[src/design/ulmp_pkg.sv]
// Shared types and codes for the update-list message parser.
`default_nettype none

package ulmp_pkg;

    // Parser phase codes
    localparam logic [2:0] PH_TYPE   = 3'd0;
    localparam logic [2:0] PH_COUNT  = 3'd1;
    localparam logic [2:0] PH_LEN    = 3'd2;
    localparam logic [2:0] PH_NAME   = 3'd3;
    localparam logic [2:0] PH_SIZE   = 3'd4;
    localparam logic [2:0] PH_DIGEST = 3'd5;
    localparam logic [2:0] PH_DONE   = 3'd6;

    // Field kind codes reported with each byte
    localparam logic [2:0] KIND_TYPE    = 3'd0;
    localparam logic [2:0] KIND_COUNT   = 3'd1;
    localparam logic [2:0] KIND_LENGTH  = 3'd2;
    localparam logic [2:0] KIND_NAME    = 3'd3;
    localparam logic [2:0] KIND_SIZE    = 3'd4;
    localparam logic [2:0] KIND_DIGEST  = 3'd5;
    localparam logic [2:0] KIND_IGNORED = 3'd6;

    // Last byte offsets of the fixed-size fields
    localparam logic [2:0]  SIZE_LAST   = 3'd7;
    localparam logic [15:0] DIGEST_LAST = 16'd15;

    typedef struct packed {
        logic [7:0] byte_value;
        logic       first_byte;
    } req_t;

    typedef struct packed {
        logic [2:0]  field_kind;
        logic [7:0]  data_byte;
        logic [7:0]  entry_number;
        logic [15:0] field_offset;
        logic [15:0] name_length;
        logic [63:0] file_size;
        logic        length_done;
        logic        size_done;
        logic        entry_done;
        logic        message_done;
    } rsp_t;

endpackage

`default_nettype wire

[src/design/update_list_message_parser.sv]
// Update-list message parser: byte tagging with input and result registers.
//
// Usage: one message byte per request on the req channel (byte_value,
// first_byte); first_byte restarts parsing with that byte as the type byte.
// Each request yields exactly one result on the rsp channel that tags the
// byte with its field kind, entry number and field offset, and carries the
// assembled name length, file size and entry/message end flags.
// Path: an accepted request waits in the input register, then moves to the
// result register, whose content is presented on the rsp channel.
// Throughput: one request per cycle while rsp_stall is low; parser state
// updates in the same cycle the byte moves from input to result register.
// Stall: while rsp_stall holds the result, the input register fills and
// then req_stall rises; no request or result is lost or repeated.
// Reset: both registers empty, parser waits for a type byte, entry state
// and accumulators cleared.
`default_nettype none

module update_list_message_parser
    import ulmp_pkg::*;
(
    input  wire logic clk,
    input  wire logic rst_n,
    input  wire logic req_valid,
    output logic      req_stall,
    input  wire req_t req,
    output logic      rsp_valid,
    input  wire logic rsp_stall,
    output rsp_t      rsp
);

    logic  in_valid_reg;
    req_t  in_data_reg;
    logic  out_valid_reg;
    rsp_t  out_data_reg;
    logic  advance;
    logic  take;
    rsp_t  step_rsp;

    // Move the held request into the result register when it is free
    assign advance   = in_valid_reg && (!out_valid_reg || !rsp_stall);
    assign req_stall = in_valid_reg && !advance;
    assign take      = req_valid && !req_stall;

    ulmp_step u_step (
        .clk   (clk),
        .rst_n (rst_n),
        .step  (advance),
        .req   (in_data_reg),
        .rsp   (step_rsp)
    );

    // Track occupancy of input and result registers
    always_ff @(posedge clk or negedge rst_n)
    begin
        if (!rst_n)
        begin
            in_valid_reg  <= 1'b0;
            out_valid_reg <= 1'b0;
        end
        else
        begin
            if (take)
                in_valid_reg <= 1'b1;
            else if (advance)
                in_valid_reg <= 1'b0;

            if (advance)
                out_valid_reg <= 1'b1;
            else if (!rsp_stall)
                out_valid_reg <= 1'b0;
        end
    end

    // Load payloads
    always_ff @(posedge clk)
    begin
        if (take)
            in_data_reg <= req;
        if (advance)
            out_data_reg <= step_rsp;
    end

    assign rsp_valid = out_valid_reg;
    assign rsp       = out_data_reg;

endmodule

`default_nettype wire

[src/design/ulmp_step.sv]
// Parser state registers and the per-byte decode and update logic.
`default_nettype none

module ulmp_step
    import ulmp_pkg::*;
(
    input  wire logic clk,
    input  wire logic rst_n,
    input  wire logic step,
    input  wire req_t req,
    output rsp_t      rsp
);

    logic [2:0]  phase_reg,        phase_next;
    logic [7:0]  entries_left_reg, entries_left_next;
    logic [7:0]  entry_index_reg,  entry_index_next;
    logic [15:0] length_accum_reg, length_accum_next;
    logic [15:0] byte_counter_reg, byte_counter_next;
    logic [63:0] size_accum_reg,   size_accum_next;

    logic [2:0]  cur_phase;
    logic [15:0] count_inc;
    logic [15:0] length_full;
    logic [63:0] size_merged;
    logic [7:0]  left_dec;

    // Decode one byte against the current phase
    always_comb
    begin
        cur_phase   = req.first_byte ? PH_TYPE : phase_reg;
        count_inc   = byte_counter_reg + 16'd1;
        length_full = {req.byte_value, length_accum_reg[7:0]};
        size_merged = size_accum_reg
                    | ({56'd0, req.byte_value} << {byte_counter_reg[2:0], 3'b000});
        left_dec    = entries_left_reg - 8'd1;

        phase_next        = phase_reg;
        entries_left_next = entries_left_reg;
        entry_index_next  = entry_index_reg;
        length_accum_next = length_accum_reg;
        byte_counter_next = byte_counter_reg;
        size_accum_next   = size_accum_reg;

        rsp              = '0;
        rsp.field_kind   = KIND_IGNORED;
        rsp.data_byte    = req.byte_value;

        unique case (cur_phase)
            PH_TYPE:
            begin
                rsp.field_kind    = KIND_TYPE;
                entries_left_next = '0;
                entry_index_next  = '0;
                length_accum_next = '0;
                byte_counter_next = '0;
                size_accum_next   = '0;
                phase_next        = PH_COUNT;
            end
            PH_COUNT:
            begin
                rsp.field_kind    = KIND_COUNT;
                entries_left_next = req.byte_value;
                entry_index_next  = '0;
                if (req.byte_value == 8'd0)
                begin
                    rsp.message_done = 1'b1;
                    phase_next       = PH_DONE;
                end
                else
                begin
                    length_accum_next = '0;
                    size_accum_next   = '0;
                    byte_counter_next = '0;
                    phase_next        = PH_LEN;
                end
            end
            PH_LEN:
            begin
                rsp.field_kind   = KIND_LENGTH;
                rsp.entry_number = entry_index_reg;
                rsp.field_offset = byte_counter_reg;
                if (byte_counter_reg == 16'd0)
                begin
                    length_accum_next = {8'd0, req.byte_value};
                    byte_counter_next = 16'd1;
                end
                else
                begin
                    length_accum_next = length_full;
                    rsp.length_done   = 1'b1;
                    rsp.name_length   = length_full;
                    byte_counter_next = '0;
                    phase_next        = (length_full == 16'd0) ? PH_SIZE : PH_NAME;
                end
            end
            PH_NAME:
            begin
                rsp.field_kind   = KIND_NAME;
                rsp.entry_number = entry_index_reg;
                rsp.field_offset = byte_counter_reg;
                byte_counter_next = count_inc;
                if (count_inc == length_accum_reg)
                begin
                    byte_counter_next = '0;
                    phase_next        = PH_SIZE;
                end
            end
            PH_SIZE:
            begin
                rsp.field_kind   = KIND_SIZE;
                rsp.entry_number = entry_index_reg;
                rsp.field_offset = byte_counter_reg;
                size_accum_next   = size_merged;
                byte_counter_next = count_inc;
                if (byte_counter_reg[2:0] == SIZE_LAST)
                begin
                    rsp.size_done     = 1'b1;
                    rsp.file_size     = size_merged;
                    byte_counter_next = '0;
                    phase_next        = PH_DIGEST;
                end
            end
            PH_DIGEST:
            begin
                rsp.field_kind   = KIND_DIGEST;
                rsp.entry_number = entry_index_reg;
                rsp.field_offset = byte_counter_reg;
                byte_counter_next = count_inc;
                if (byte_counter_reg == DIGEST_LAST)
                begin
                    rsp.entry_done    = 1'b1;
                    entries_left_next = left_dec;
                    byte_counter_next = '0;
                    if (left_dec == 8'd0)
                    begin
                        rsp.message_done = 1'b1;
                        phase_next       = PH_DONE;
                    end
                    else
                    begin
                        entry_index_next  = entry_index_reg + 8'd1;
                        length_accum_next = '0;
                        size_accum_next   = '0;
                        phase_next        = PH_LEN;
                    end
                end
            end
            default:
            begin
                phase_next = PH_DONE;
            end
        endcase
    end

    // Advance parser state on each byte that moves to the result stage
    always_ff @(posedge clk or negedge rst_n)
    begin
        if (!rst_n)
        begin
            phase_reg        <= PH_TYPE;
            entries_left_reg <= '0;
            entry_index_reg  <= '0;
            length_accum_reg <= '0;
            byte_counter_reg <= '0;
            size_accum_reg   <= '0;
        end
        else if (step)
        begin
            phase_reg        <= phase_next;
            entries_left_reg <= entries_left_next;
            entry_index_reg  <= entry_index_next;
            length_accum_reg <= length_accum_next;
            byte_counter_reg <= byte_counter_next;
            size_accum_reg   <= size_accum_next;
        end
    end

endmodule

`default_nettype wire
[config.mk]
export PLATFORM = sky130hd
export DESIGN_NAME = update_list_message_parser
export DESIGN_NICKNAME = d
export VERILOG_FILES = /design/src/design/ulmp_pkg.sv /design/src/design/update_list_message_parser.sv /design/src/design/ulmp_step.sv
export SDC_FILE = /design/constraint.sdc
export NUM_CORES = 1
export LEC_CHECK = 0
export BUFFER_PORTS_ARGS = -buffer_cell sky130_fd_sc_hd__buf_2
export CELL_PAD_IN_SITES_DETAIL_PLACEMENT = 0
export CELL_PAD_IN_SITES_GLOBAL_PLACEMENT = 1
export CORE_MARGIN = 4
export CORE_UTILIZATION = 48
export CTS_BUF_LIST = sky130_fd_sc_hd__clkbuf_8
export DETAILED_ROUTE_END_ITERATION = 8
export PLACE_DENSITY = 0.85
export SLEW_MARGIN = 20
export SYNTH_ARGS = -nofsm -noshare
export SYNTH_HDL_FRONTEND = slang
export SYNTH_HIERARCHICAL = 1
export SYNTH_SLANG_ARGS = --single-unit
[constraint.sdc]
create_clock -name clk -period 17 [get_ports clk]
set_clock_uncertainty 0.05 [all_clocks]
set_input_delay 3.4 -clock clk [delete_from_list [all_inputs] [get_ports clk]]
set_output_delay 3.4 -clock clk [all_outputs]
set_load 0.01 [all_outputs]
After elaboration in Yosys (flattened, before gate mapping) --
Cells that the tools add are included.
Word-level totals: output and inout bits 121, input bits 13, logic and storage cells 112, register bits 245
Cells by class: bitwise operators 2, reductions and logical operators 30, muxes and demuxes 39, $add $sub $neg 3, shift operators 1, eq/ne operators 16
Operators by type and width (number):
- one-hot mux 64 bit (4 select lines) | 1
- two-way mux 64 bit | 3
- two-way mux 16 bit | 7
- one-hot mux 16 bit (6 select lines) | 1
- OR 64 bit | 1
- one-hot mux 16 bit (4 select lines) | 1
- << shifter 8 x 6 -> 64 bit | 1
- one-hot mux 3 bit (6 select lines) | 2
- zero test 16 bit | 2
- two-way mux 3 bit | 8
- two-way mux 8 bit | 3
- one-hot mux 8 bit (3 select lines) | 1
- adder 16 x 1 -> 16 bit (second input constant) | 1
- == test 16 bit | 1
- == test 16 x 4 -> 1 bit (second input constant) | 1
- zero test 8 bit | 2
- one-hot mux 8 bit (2 select lines) | 1
- AND reduction 5 bit | 3
- inequality test 2 x 1 -> 1 bit (second input constant) | 5
- == test 3 bit (second input constant) | 3
- two-way mux 1 bit | 9
- adder 8 x 1 -> 8 bit (second input constant) | 1
- nonzero test 4 bit | 2
- subtractor 8 x 1 -> 8 bit (second input constant) | 1
- 19 further kinds | 30

Depth between registers and ports, before layout --
Gate-level depths: netlist (run 1).
depth in word-level cells 8, gate-level depth with buffers 12, gate-level depth less buffers 10

Modules after synthesis --
Netlist (run 1), hierarchy kept.
By module, submodules not included:
- ulmp_step | seq. area each 2877.8 um^2, instances 1, area each 6975.4 um^2, cells an instance 832
- update_list_message_parser | seq. area each 3893.7 um^2, instances 1, area each 3936.3 um^2, cells an instance 136

Worst setup path after synthesis (run 1) --
Ideal clock, no wire load.
path type in2reg, from input rsp_stall, to register u_step.byte_counter_reg[12], path buffers 0, required time 16.820 ns, library setup time 0.130 ns, path slack 1.215 ns, stages 5, arrival 15.605 ns, cells stage by stage a21boi_0 -> nand3_1 -> and2_1 -> a41oi_1 -> o31ai_1
Between the ends: word-level cells in the longest chain between the ends 4
Ends and longest elaborated chain:
- from (decl) | line update_list_message_parser.sv:27 | input wire logic rsp_stall,
- zero test 1 bit
- logical OR 1 bit | line update_list_message_parser.sv:40 | assign advance = in_valid_reg && (!out_valid_reg || !rsp_stall);
- logical AND 1 bit | line update_list_message_parser.sv:40
- AND reduction 3 bit (no line)
- to (signal assigned) | line ulmp_step.sv:173 | byte_counter_reg <= byte_counter_next;
- to (decl) | line ulmp_step.sv:18 | logic [15:0] byte_counter_reg, byte_counter_next;
Every way passes these cells. A chain may end at the register's enable or synchronous reset.

Final worst setup path (run 1) --
from input rsp_stall, to output req_stall
Between the ends: word-level cells in the longest chain between the ends 5
Ends and longest elaborated chain:
- zero test 1 bit
- logical OR 1 bit | line update_list_message_parser.sv:40
- logical AND 1 bit | line update_list_message_parser.sv:40
- zero test 1 bit | line update_list_message_parser.sv:41 | assign req_stall = in_valid_reg && !advance;
- logical AND 1 bit | line update_list_message_parser.sv:41
- to (decl) | line update_list_message_parser.sv:24 | output logic req_stall,
Every way passes these cells.

==> flow_metrics.py, run 1 <==
metrics = {
    "setup_path": {
        "critical_path.cell_chain": "buf_2 -> nand3_2 -> inv_1 -> buf_2",
        "critical_path.reg2reg.endpoint": "u_step/length_accum_reg[7]",
        "cp_data_arrival_time_ns": 3.80,
        "cell_with_the_biggest_individual_delay_on_the_critical_path": "sky130_fd_sc_hd__buf_2",
        "ff_to_ff_setup_slack_ns": 13.05,
        "critPathKind": "input port to output pin",
        "worst_path_dominant_cell_family": "buffers and inverters",
        "critPathLaunchType": "input port",
        "cp.buffers_inverters": 3,
        "reg_to_reg_startpoint": "rsp_valid",
        "worstPathMaxFanout": 3,
        "crit_path_max_incr_delay_ns": 0.13,
        "reg2regPathDepth": 8,
        "worstSetupEndpointType": "output pin",
        "crit_top_cell": "sky130_fd_sc_hd__buf_2",
        "worst-endpoint-required_ns": 13.55,
    },
    "drt": {
        "route.detailed.vias_per_inst": 5.49,
        "drt-total-wl_mm": 24.9,
        "drt_initial_violations": 691,
        "drcViolationCount": 0,
        "drtAntennaViolNets": 0,
        "vias": 7584,
        "wire_per_inst_microns": 18.0,
        "firstDrtPassIters": 5,
    },
    "pwr": {
        "internal-power_mw": 1.02,
        "irDropWorstVdd_mv": 0.0720,
        "power.combinational.fraction_pct": 17.0,
        "power.share.sequential_pct": 50.2,
        "share_of_power_burned_in_the_clock_network_pct": 32.7,
        "pwr_density_cell_mw_per_mm2": 118,
        "netSwitchingFraction_pct": 29.9,
        "power.net_switching_mw": 0.434,
        "power_leakage_nw": 5.25,
    },
    "die": {
        "io_pins": 134,
        "placementRows": 54,
        "coreArea_sq_mm": 0.0221,
        "die_w_microns": 159,
        "floorplan.initialDensity_pct": 49.4,
        "chipHeight_microns": 159,
        "die_outline_area_sq_mm": 0.0252,
    },
    "placed_design": {
        "dp_wirelength_mm": 15.9,
        "number_of_port_buffers": 133,
        "gpl.final_weighted_congestion": 0.892,
        "place.detailed.instances": 1308,
    },
    "finish": {
        "multiInputGateArea_sq_mm": 0.00367,
        "n_antenna_cell": 0,
        "flow.area_growth_from_synthesis_pct": 13.1,
        "share_of_post_route_cells_with_drive_strength_above_1_pct": 21.6,
        "design.final.nets": 1089,
        "most-common-layout-cells": "sky130_fd_sc_hd__nor2_1 (157), sky130_fd_sc_hd__a21oi_1 (140), sky130_fd_sc_hd__buf_2 (132)",
        "fin_cells": 1381,
        "fillerInstances": 1925,
        "largest_reg_flops": 119,
        "final_common_cell": "sky130_fd_sc_hd__nor2_1",
        "seqCellArea_sq_mm": 0.00677,
    },
    "synthesis": {
        "avg_inst_size_synth_sq_um": 11.3,
        "synth_async_sr_flop_share_pct": 47.8,
        "synth_warnings": 6,
        "synthFlopType": "sky130_fd_sc_hd__edfxtp_1",
        "synthDominantAreaCellType": "sky130_fd_sc_hd__edfxtp_1",
        "synth-seq-area-share_pct": 62.1,
        "yosys.cell_types.count": 71,
        "syn_inst": 968,
        "yosys_register_bits": 245,
        "synth_nets": 987,
        "synth_top_cell_area_share_pct": 35.2,
        "synth_area_leaders": "sky130_fd_sc_hd__edfxtp_1 (35%), sky130_fd_sc_hd__dfrtp_1 (27%), sky130_fd_sc_hd__a21oi_1 (6.4%), sky130_fd_sc_hd__nor2_1 (5.4%), sky130_fd_sc_hd__and2_1 (2.5%)",
        "mappedNetlistArea_sq_mm": 0.0109,
        "synth_edf_count": 128,
    },
    "min_path": {
        "whs_endpoint": "u_step/size_accum_reg[46]",
        "holdCritStartpoint": "u_step/size_accum_reg[46]",
        "hp-class": "flop to flop",
        "timing.hold.worst_path_depth": 2,
    },
    "flow_run": {
        "maxCapViolCount": 0,
    },
    "timing": {
        "timing.max_slew.rel_slack_pct": 27.3,
        "setup-violations-final": 0,
        "timing.fmax_ghz": 0.138,
        "finalHoldViolations": 0,
        "slew_violations": 0,
        "ratio_of_final_minimum_period_to_clock_period_pct": 42.6,
        "finalCriticalPeriod_ns": 7.25,
        "setup_repair_after_global_routing_missed_its_margin": "no",
        "tightest_slew_ns": 1.09,
        "timing.setup.tns_ns": 0,
    },
    "grt": {
        "grt_usage_pct": 19.4,
        "antenna_violations_before_repair": 0,
        "grt_pass1_wl_mm": 40.3,
        "grt_overflow_total": 0,
        "first_global_vias": 7455,
        "grt_start_max_net_pins": 67,
    },
    "outcome": {
        "status": "completed",
    },
    "cts": {
        "clock_tree.buffer_depth": 3,
        "htreeDepth": 2,
        "clk_root_buffer_cell": "sky130_fd_sc_hd__clkbuf_8",
        "cts_sinks": 245,
        "clkLatencyLatePin_ns": 0.54,
        "tritoncts_clock_tree": "yes",
        "cts.hold.buffers_added": 0,
        "clock_input_transition_at_the_sequential_cells_of_the_worst_setup_and_hold_paths_ns": 0.06,
        "cts_buffers": 40,
        "cts-resized-gates": 0,
        "postCtsSetupRepairBufs": 0,
    },
}
cell usage after synthesis, drive strengths merged, types with 8 or more instances:
library cell	count
a22o	8
inv	17
o21ai	22
nor2b	9
buf	40
nand2b	9
nor4	15
nor2	169
nand4	16
nand2	34
xnor2	23
and2	43
edfxtp	128
and3	11
xor2	16
clkbuf	41
mux2	9
dfrtp	117
a21oi	141
nand3	13
nor3	16
metal layers:
layer,global-route usage [%],wire length [microns],vias to the layer above
met3,4.43,1620,29
met5,0,0,-
li1,-,-,3608
met4,4.50,319,0
met2,31.4,12000,223
met1,27.0,11000,3724
layout make-up:
class / count / area share (%)
Clock inverter: 29 / 1.19
Inverter: 17 / 0.517
Timing Repair Buffer: 141 / 5.90
Sequential cell: 245 / 54.9
Multi-Input combinational cell: 625 / 29.8
Tap cell: 280 / 2.84
Clock buffer: 44 / 4.91
worst reg2reg max path, cell delays in order, from the launching register on:
cell and delay, ns:
sky130_fd_sc_hd__dfrtp_1 0.44, sky130_fd_sc_hd__a21boi_4 0.17, sky130_fd_sc_hd__buf_4 0.57, sky130_fd_sc_hd__buf_4 0.80
sky130_fd_sc_hd__a21boi_1 0.62, sky130_fd_sc_hd__o21ai_0 0.22, sky130_fd_sc_hd__or2_2 0.46, sky130_fd_sc_hd__nor2_2 0.37
sky130_fd_sc_hd__a22o_1 0.19
cell families (layout without fill, tap and decap cells):
kind of cell | count (synthesis) | in the layout | share of synthesized area [%]
compound gates | 207 | 207 | 10.9
xor+xnor | 39 | 39 | 3.13
fa+ha+maj | 6 | 6 | 0.688
buf+inv | 98 | 231 | 4.59
flops | 245 | 245 | 62.1
mux | 15 | 15 | 1.48
simple gates | 358 | 358 | 17.1
power by group through the flow:
stage | sequential, mW | clock (mW) | combinational, mW
floorplan | 0.731 | 0 | 0.188
global route | 0.737 | 0.520 | 0.277
finish | 0.731 | 0.476 | 0.247
global placement | 0.740 | 0 | 0.244
detailed placement | 0.740 | 0 | 0.247
CTS | 0.730 | 0.490 | 0.248
through the flow:
step	hold WS, ns	total power [mW]	instance area, sq um	util [%]	setup slack (ns)
6_report	0.445	1.45	12300	55.8	9.75
5_1_grt	0.468	1.53	12300	55.8	9.72
4_1_cts	0.447	1.47	12300	55.8	9.75
3_5_place_dp	0.433	0.987	11600	52.4	9.75
3_3_place_gp	0.425	0.984	11600	52.4	9.76
2_1_floorplan	0.413	0.919	10900	-	1.21
worst max-delay path by stage:
| stage | startpoint | end | cells after the start |
|---|---|---|---|
| finish | rsp_stall | req_stall | 4 |
| CTS | rsp_stall | req_stall | 4 |
| floorplan | rsp_stall | u_step/byte_counter_reg[12] | 5 |
| global route | rsp_stall | req_stall | 4 |
| detailed placement | rsp_stall | req_stall | 4 |
| global placement | rsp_stall | req_stall | 4 |
(Power assumes the default switching activity.)
==> run 2: changes to the inputs <==
Settings changed: CORE_UTILIZATION 48 to 43, PLACE_DENSITY 0.85 to 0.81.
Clock period 17 ns to 5.85 ns, I/O delays scaled along.
==> flow_metrics.py, run 2 (synthesis results as in run 1) <==
metrics = {
    "setup_path": {
        "cell_with_the_biggest_individual_delay_on_the_critical_path": "sky130_fd_sc_hd__dfrtp_1",
        "critical_path.reg2reg.endpoint": "u_step/size_accum_reg[28]",
        "cp_data_arrival_time_ns": 4.20,
        "critical_path.cell_chain": "ha_1 -> and3_1 -> and4_1 -> o211ai_4 -> or2_1 -> nor2_4 -> buf_4 -> nor2_1",
        "reg_to_reg_startpoint": "u_step/byte_counter_reg[0]",
        "worst_setup_path_endpoint": "u_step/size_accum_reg[28]",
        "worstPathMaxFanout": 34,
        "worstSetupEndpointType": "flop",
        "reg2regPathDepth": 8,
        "crit_path_max_incr_delay_ns": 0.68,
        "ff_to_ff_setup_slack_ns": 2.00,
        "critPathKind": "flop to flop",
        "worst-endpoint-required_ns": 6.21,
        "startpoint": "u_step/byte_counter_reg[0]",
        "critPathLaunchType": "flop",
    },
    "timing": {
        "tightest_slew_ns": 1.10,
        "setup-violations-final": 0,
        "setup_repair_after_global_routing_missed_its_margin": "no",
        "timing.setup.tns_ns": 0,
        "worst_hold_margin_ns": 0.444,
        "ratio_of_final_minimum_period_to_clock_period_pct": 65.7,
        "finalHoldViolations": 0,
        "slew_violations": 0,
        "finalCriticalPeriod_ns": 3.85,
        "timing.fmax_ghz": 0.260,
        "timing.max_slew.rel_slack_pct": 26.2,
    },
    "drt": {
        "wire_per_inst_microns": 18.0,
        "firstDrtPassIters": 5,
        "drt_initial_violations": 575,
        "drtAntennaViolNets": 0,
        "drt-total-wl_mm": 25.9,
        "vias": 7697,
        "drcViolationCount": 0,
        "route.detailed.vias_per_inst": 5.35,
    },
    "cts": {
        "clkLatencyLatePin_ns": 0.55,
        "clk_root_buffer_cell": "sky130_fd_sc_hd__clkbuf_8",
        "postCtsSetupRepairBufs": 0,
        "cts.hold.buffers_added": 0,
        "tritoncts_clock_tree": "yes",
        "cts-resized-gates": 0,
        "cts_sinks": 245,
        "htreeDepth": 2,
        "clock_input_transition_at_the_sequential_cells_of_the_worst_setup_and_hold_paths_ns": 0.06,
        "clock_tree.buffer_depth": 3,
        "cts_buffers": 41,
    },
    "finish": {
        "seqCellArea_sq_mm": 0.00677,
        "share_of_post_route_cells_with_drive_strength_above_1_pct": 23.2,
        "flow.area_growth_from_synthesis_pct": 15.3,
        "multiInputGateArea_sq_mm": 0.00368,
        "final_common_cell": "sky130_fd_sc_hd__nor2_1",
        "fin_area_sq_mm": 0.0126,
        "largest_reg_flops": 119,
        "fillerInstances": 2344,
        "design.final.nets": 1095,
        "most-common-layout-cells": "sky130_fd_sc_hd__nor2_1 (157), sky130_fd_sc_hd__a21oi_1 (140), sky130_fd_sc_hd__buf_2 (132)",
        "n_antenna_cell": 0,
    },
    "grt": {
        "grt_overflow_total": 0,
        "first_global_vias": 7478,
        "grt_pass1_wl_mm": 41.3,
        "grt_start_max_net_pins": 77,
        "grt_usage_pct": 18.1,
        "antenna_violations_before_repair": 0,
    },
    "die": {
        "floorplan.initialDensity_pct": 43.5,
        "die_outline_area_sq_mm": 0.0280,
        "placementRows": 58,
        "coreArea_sq_mm": 0.0251,
        "die_w_microns": 167,
        "chipHeight_microns": 167,
        "io_pins": 134,
    },
    "placed_design": {
        "post_dp_cell_area_sq_mm": 0.0117,
        "number_of_port_buffers": 133,
        "dp_wirelength_mm": 16.6,
        "gpl.final_weighted_congestion": 0.837,
    },
    "flow_run": {
        "maxCapViolCount": 0,
    },
    "min_path": {
        "holdCritStartpoint": "u_step/size_accum_reg[63]",
        "hp-class": "flop to flop",
    },
    "outcome": {
        "status": "completed",
    },
    "pwr": {
        "irDropWorstVdd_mv": 0.240,
        "pwr_density_cell_mw_per_mm2": 354,
        "power_leakage_nw": 5.31,
    },
}
[run 2: through the flow]
| step | power [mW] | worst slack (ns) | utilization [%] | instances |
|---|---|---|---|---|
| floorplan | 2.65 | 0.915 | - | 968 |
| global placement | 2.86 | 1.77 | 46.5 | 1363 |
| detailed placement | 2.88 | 1.69 | 46.6 | 1363 |
| CTS | 4.50 | 2.09 | 50.1 | 1439 |
| global route | 4.68 | 1.86 | 50.1 | 1439 |
| finish | 4.45 | 2.00 | 50.1 | 1439 |
[run 2: area by class of cell]
class,count,share of cell area [%]
sequential,245,53.8
multi-input combinational,625,29.2
timing repair buffer,146,6.12
clock buffer,50,5.47
tap,330,3.28
clock inverter,26,1.60
inverter,17,0.507
[run 2: layer usage]
| metal | part of all wire (%) | vias up | track usage, % |
|---|---|---|---|
| met1 | 45 | 3810 | 25.3 |
| met4 | 1.6 | 0 | 4.59 |
| met5 | 0 | - | 0 |
| li1 | - | 3630 | - |
| met3 | 5.6 | 36 | 3.45 |
| met2 | 48 | 221 | 29.4 |
[run 2: worst min-delay path by stage]
| stage | end | slack, ns | cells past startpoint |
|---|---|---|---|
| 2_1_floorplan | u_step/size_accum_reg[0] | 0.41 | 2 |
| 3_3_place_gp | u_step/size_accum_reg[5] | 0.43 | 2 |
| 3_5_place_dp | u_step/size_accum_reg[63] | 0.43 | 2 |
| 4_1_cts | u_step/size_accum_reg[63] | 0.45 | 2 |
| 5_1_grt | u_step/size_accum_reg[60] | 0.47 | 2 |
| 6_report | u_step/size_accum_reg[63] | 0.44 | 2 |
[run 2: report_power, final]
group | internal (mW) | leakage, nW | switching (mW) | total (mW)
registers | 1.96 | 2.88 | 0.145 | 2.11
logic | 0.267 | 1.92 | 0.476 | 0.744
clock network | 0.916 | 0.502 | 0.686 | 1.60
total | 3.15 | 5.31 | 1.31 | 4.45
[run 2: worst max-delay path, delay by kind of cell, from the launching register on]
family | cells | cell delay [ns]
adders and majority gates | 1 | 0.46
buffers and inverters | 1 | 0.46
AOI/OAI and AO/OA | 1 | 0.15
and+or+nand+nor | 5 | 1.90
DFF | 1 | 0.68
==> run 3: changes to the inputs <==
Clock period 5.85 ns to 3.45 ns, I/O delays scaled along.
==> flow_metrics.py, run 3 (synthesis results as in run 1) <==
metrics = {
    "outcome": {
        "status": "completed",
    },
    "pwr": {
        "netSwitchingFraction_pct": 30.6,
        "pwr_density_cell_mw_per_mm2": 570,
        "power.share.sequential_pct": 49.1,
        "power.combinational.fraction_pct": 19.3,
        "share_of_power_burned_in_the_clock_network_pct": 31.6,
        "internal-power_mw": 4.97,
        "power.net_switching_mw": 2.20,
        "irDropWorstVdd_mv": 0.359,
        "power_leakage_nw": 5.34,
    },
    "drt": {
        "drtAntennaViolNets": 0,
        "wire_per_inst_microns": 17.4,
        "drt-total-wl_mm": 25.3,
        "drt_initial_violations": 553,
        "drcViolationCount": 0,
        "route.detailed.vias_per_inst": 5.24,
        "vias": 7604,
        "firstDrtPassIters": 5,
    },
    "min_path": {
        "hp-class": "input port to asynchronous set/reset pin",
    },
    "flow_run": {
        "maxCapViolCount": 0,
    },
    "setup_path": {
        "critical_path.reg2reg.endpoint": "u_step/byte_counter_reg[3]",
        "cp_data_arrival_time_ns": 3.40,
        "reg2regPathDepth": 10,
        "reg_to_reg_startpoint": "u_step/byte_counter_reg[0]",
        "ff_to_ff_setup_slack_ns": 0.42,
        "worstSetupEndpointType": "flop",
        "worstPathMaxFanout": 14,
        "critPathKind": "flop to flop",
        "critPathLaunchType": "flop",
        "worst-endpoint-required_ns": 3.82,
    },
    "timing": {
        "setup-violations-final": 0,
        "timing.fmax_ghz": 0.330,
        "finalHoldViolations": 0,
        "ratio_of_final_minimum_period_to_clock_period_pct": 87.8,
        "timing.max_slew.rel_slack_pct": 35.7,
        "tightest_slew_ns": 0.957,
        "slew_violations": 0,
        "setup_repair_after_global_routing_missed_its_margin": "no",
        "finalCriticalPeriod_ns": 3.03,
        "worst_hold_margin_ns": 0.133,
    },
    "grt": {
        "grt_overflow_total": 0,
        "grt_usage_pct": 17.8,
        "first_global_vias": 7585,
        "grt_pass1_wl_mm": 40.8,
        "antenna_violations_before_repair": 0,
        "grt_start_max_net_pins": 65,
    },
    "die": {
        "placementRows": 58,
        "coreArea_sq_mm": 0.0251,
        "floorplan.initialDensity_pct": 43.5,
        "io_pins": 134,
        "die_w_microns": 167,
        "die_outline_area_sq_mm": 0.0280,
        "chipHeight_microns": 167,
    },
    "finish": {
        "final_common_cell": "sky130_fd_sc_hd__nor2_1",
        "flow.area_growth_from_synthesis_pct": 15.2,
        "fillerInstances": 2327,
        "n_antenna_cell": 0,
        "share_of_post_route_cells_with_drive_strength_above_1_pct": 23.0,
        "largest_reg_flops": 119,
        "most-common-layout-cells": "sky130_fd_sc_hd__nor2_1 (156), sky130_fd_sc_hd__a21oi_1 (140), sky130_fd_sc_hd__buf_2 (132)",
        "post-route-util_pct": 50.1,
        "design.final.nets": 1107,
        "fin_cells": 1450,
    },
    "cts": {
        "cts.hold.buffers_added": 0,
        "htreeDepth": 2,
        "clkLatencyLatePin_ns": 0.54,
        "cts_buffers": 40,
        "tritoncts_clock_tree": "yes",
        "clock_tree.buffer_depth": 3,
        "clock_input_transition_at_the_sequential_cells_of_the_worst_setup_and_hold_paths_ns": 0.06,
        "cts-resized-gates": 0,
        "cts_sinks": 245,
        "postCtsSetupRepairBufs": 0,
        "clk_root_buffer_cell": "sky130_fd_sc_hd__clkbuf_8",
    },
    "placed_design": {
        "number_of_port_buffers": 133,
        "place.detailed.instances": 1376,
        "gpl.final_weighted_congestion": 0.889,
        "dp_wirelength_mm": 16.9,
    },
}
[run 3: cell count changes in the layout (fill, tap and decap cells not counted), sizes merged]
cell	previous run	this run
clkinv	9	8
clkbuf	50	42
buf	146	159
inv	30	40
bufinv	3	0
[run 3: worst max-delay path, stage by stage (launching register included)]
cell	delay, ns
sky130_fd_sc_hd__dfrtp_1	0.35
sky130_fd_sc_hd__buf_4	0.21
sky130_fd_sc_hd__nand4_1	0.34
sky130_fd_sc_hd__nor4_1	0.58
sky130_fd_sc_hd__xnor2_1	0.22
sky130_fd_sc_hd__o2111ai_1	0.23
sky130_fd_sc_hd__nor4_4	0.34
sky130_fd_sc_hd__o21ai_2	0.14
sky130_fd_sc_hd__a21oi_2	0.14
sky130_fd_sc_hd__buf_4	0.24
sky130_fd_sc_hd__nor2_1	0.07
[run 3: power by group through the flow]
stage | logic [mW] | registers, mW | clock network [mW]
finish | 1.38 | 3.52 | 2.26
floorplan | 0.948 | 3.57 | 0
global placement | 1.37 | 3.56 | 0
global route | 1.53 | 3.55 | 2.48
detailed placement | 1.38 | 3.57 | 0
CTS | 1.39 | 3.52 | 2.33
[run 3: metrics by stage]
step	setup slack (ns)	power [mW]	setup TNS, ns	instance area (sq um)
after floorplan	-0.883	4.52	-87.08	11000
after global placement	0.441	4.93	0	11800
after detailed placement	0.440	4.95	0	11800
after CTS	0.425	7.23	0	12600
after global routing	0.209	7.56	0	12600
final	0.420	7.17	0	12600
[run 3: cell type report]
cell class / count / area [sq um] / area share (%)
clock buffer: 42 / 578 / 4.60
clock inverter: 32 / 144 / 1.14
inverter: 17 / 63.8 / 0.508
multi-input combinational: 625 / 3700 / 29.4
sequential: 245 / 6770 / 53.9
tap: 330 / 413 / 3.28
timing repair buffer: 159 / 901 / 7.17
[run 3: worst max path at each step]
stage,start,end,slack (ns)
after CTS,u_step/byte_counter_reg[0],u_step/byte_counter_reg[3],0.42
after global routing,u_step/entries_left_reg[2],u_step/size_accum_reg[60],0.21
after detailed placement,u_step/byte_counter_reg[0],u_step/byte_counter_reg[3],0.44
after global placement,u_step/byte_counter_reg[3],u_step/byte_counter_reg[3],0.44
final,u_step/byte_counter_reg[0],u_step/byte_counter_reg[3],0.42
after floorplan,rsp_stall,u_step/entry_index_reg[6],-0.88
[run 3: layer usage]
metal / up-vias / GRT usage [%] / share of wire, %
met2: 221 / 29.1 / 48
li1: 3641 / - / -
met1: 3707 / 24.6 / 45
met3: 35 / 3.45 / 5.3
met5: - / 0 / 0
met4: 0 / 4.87 / 1.8
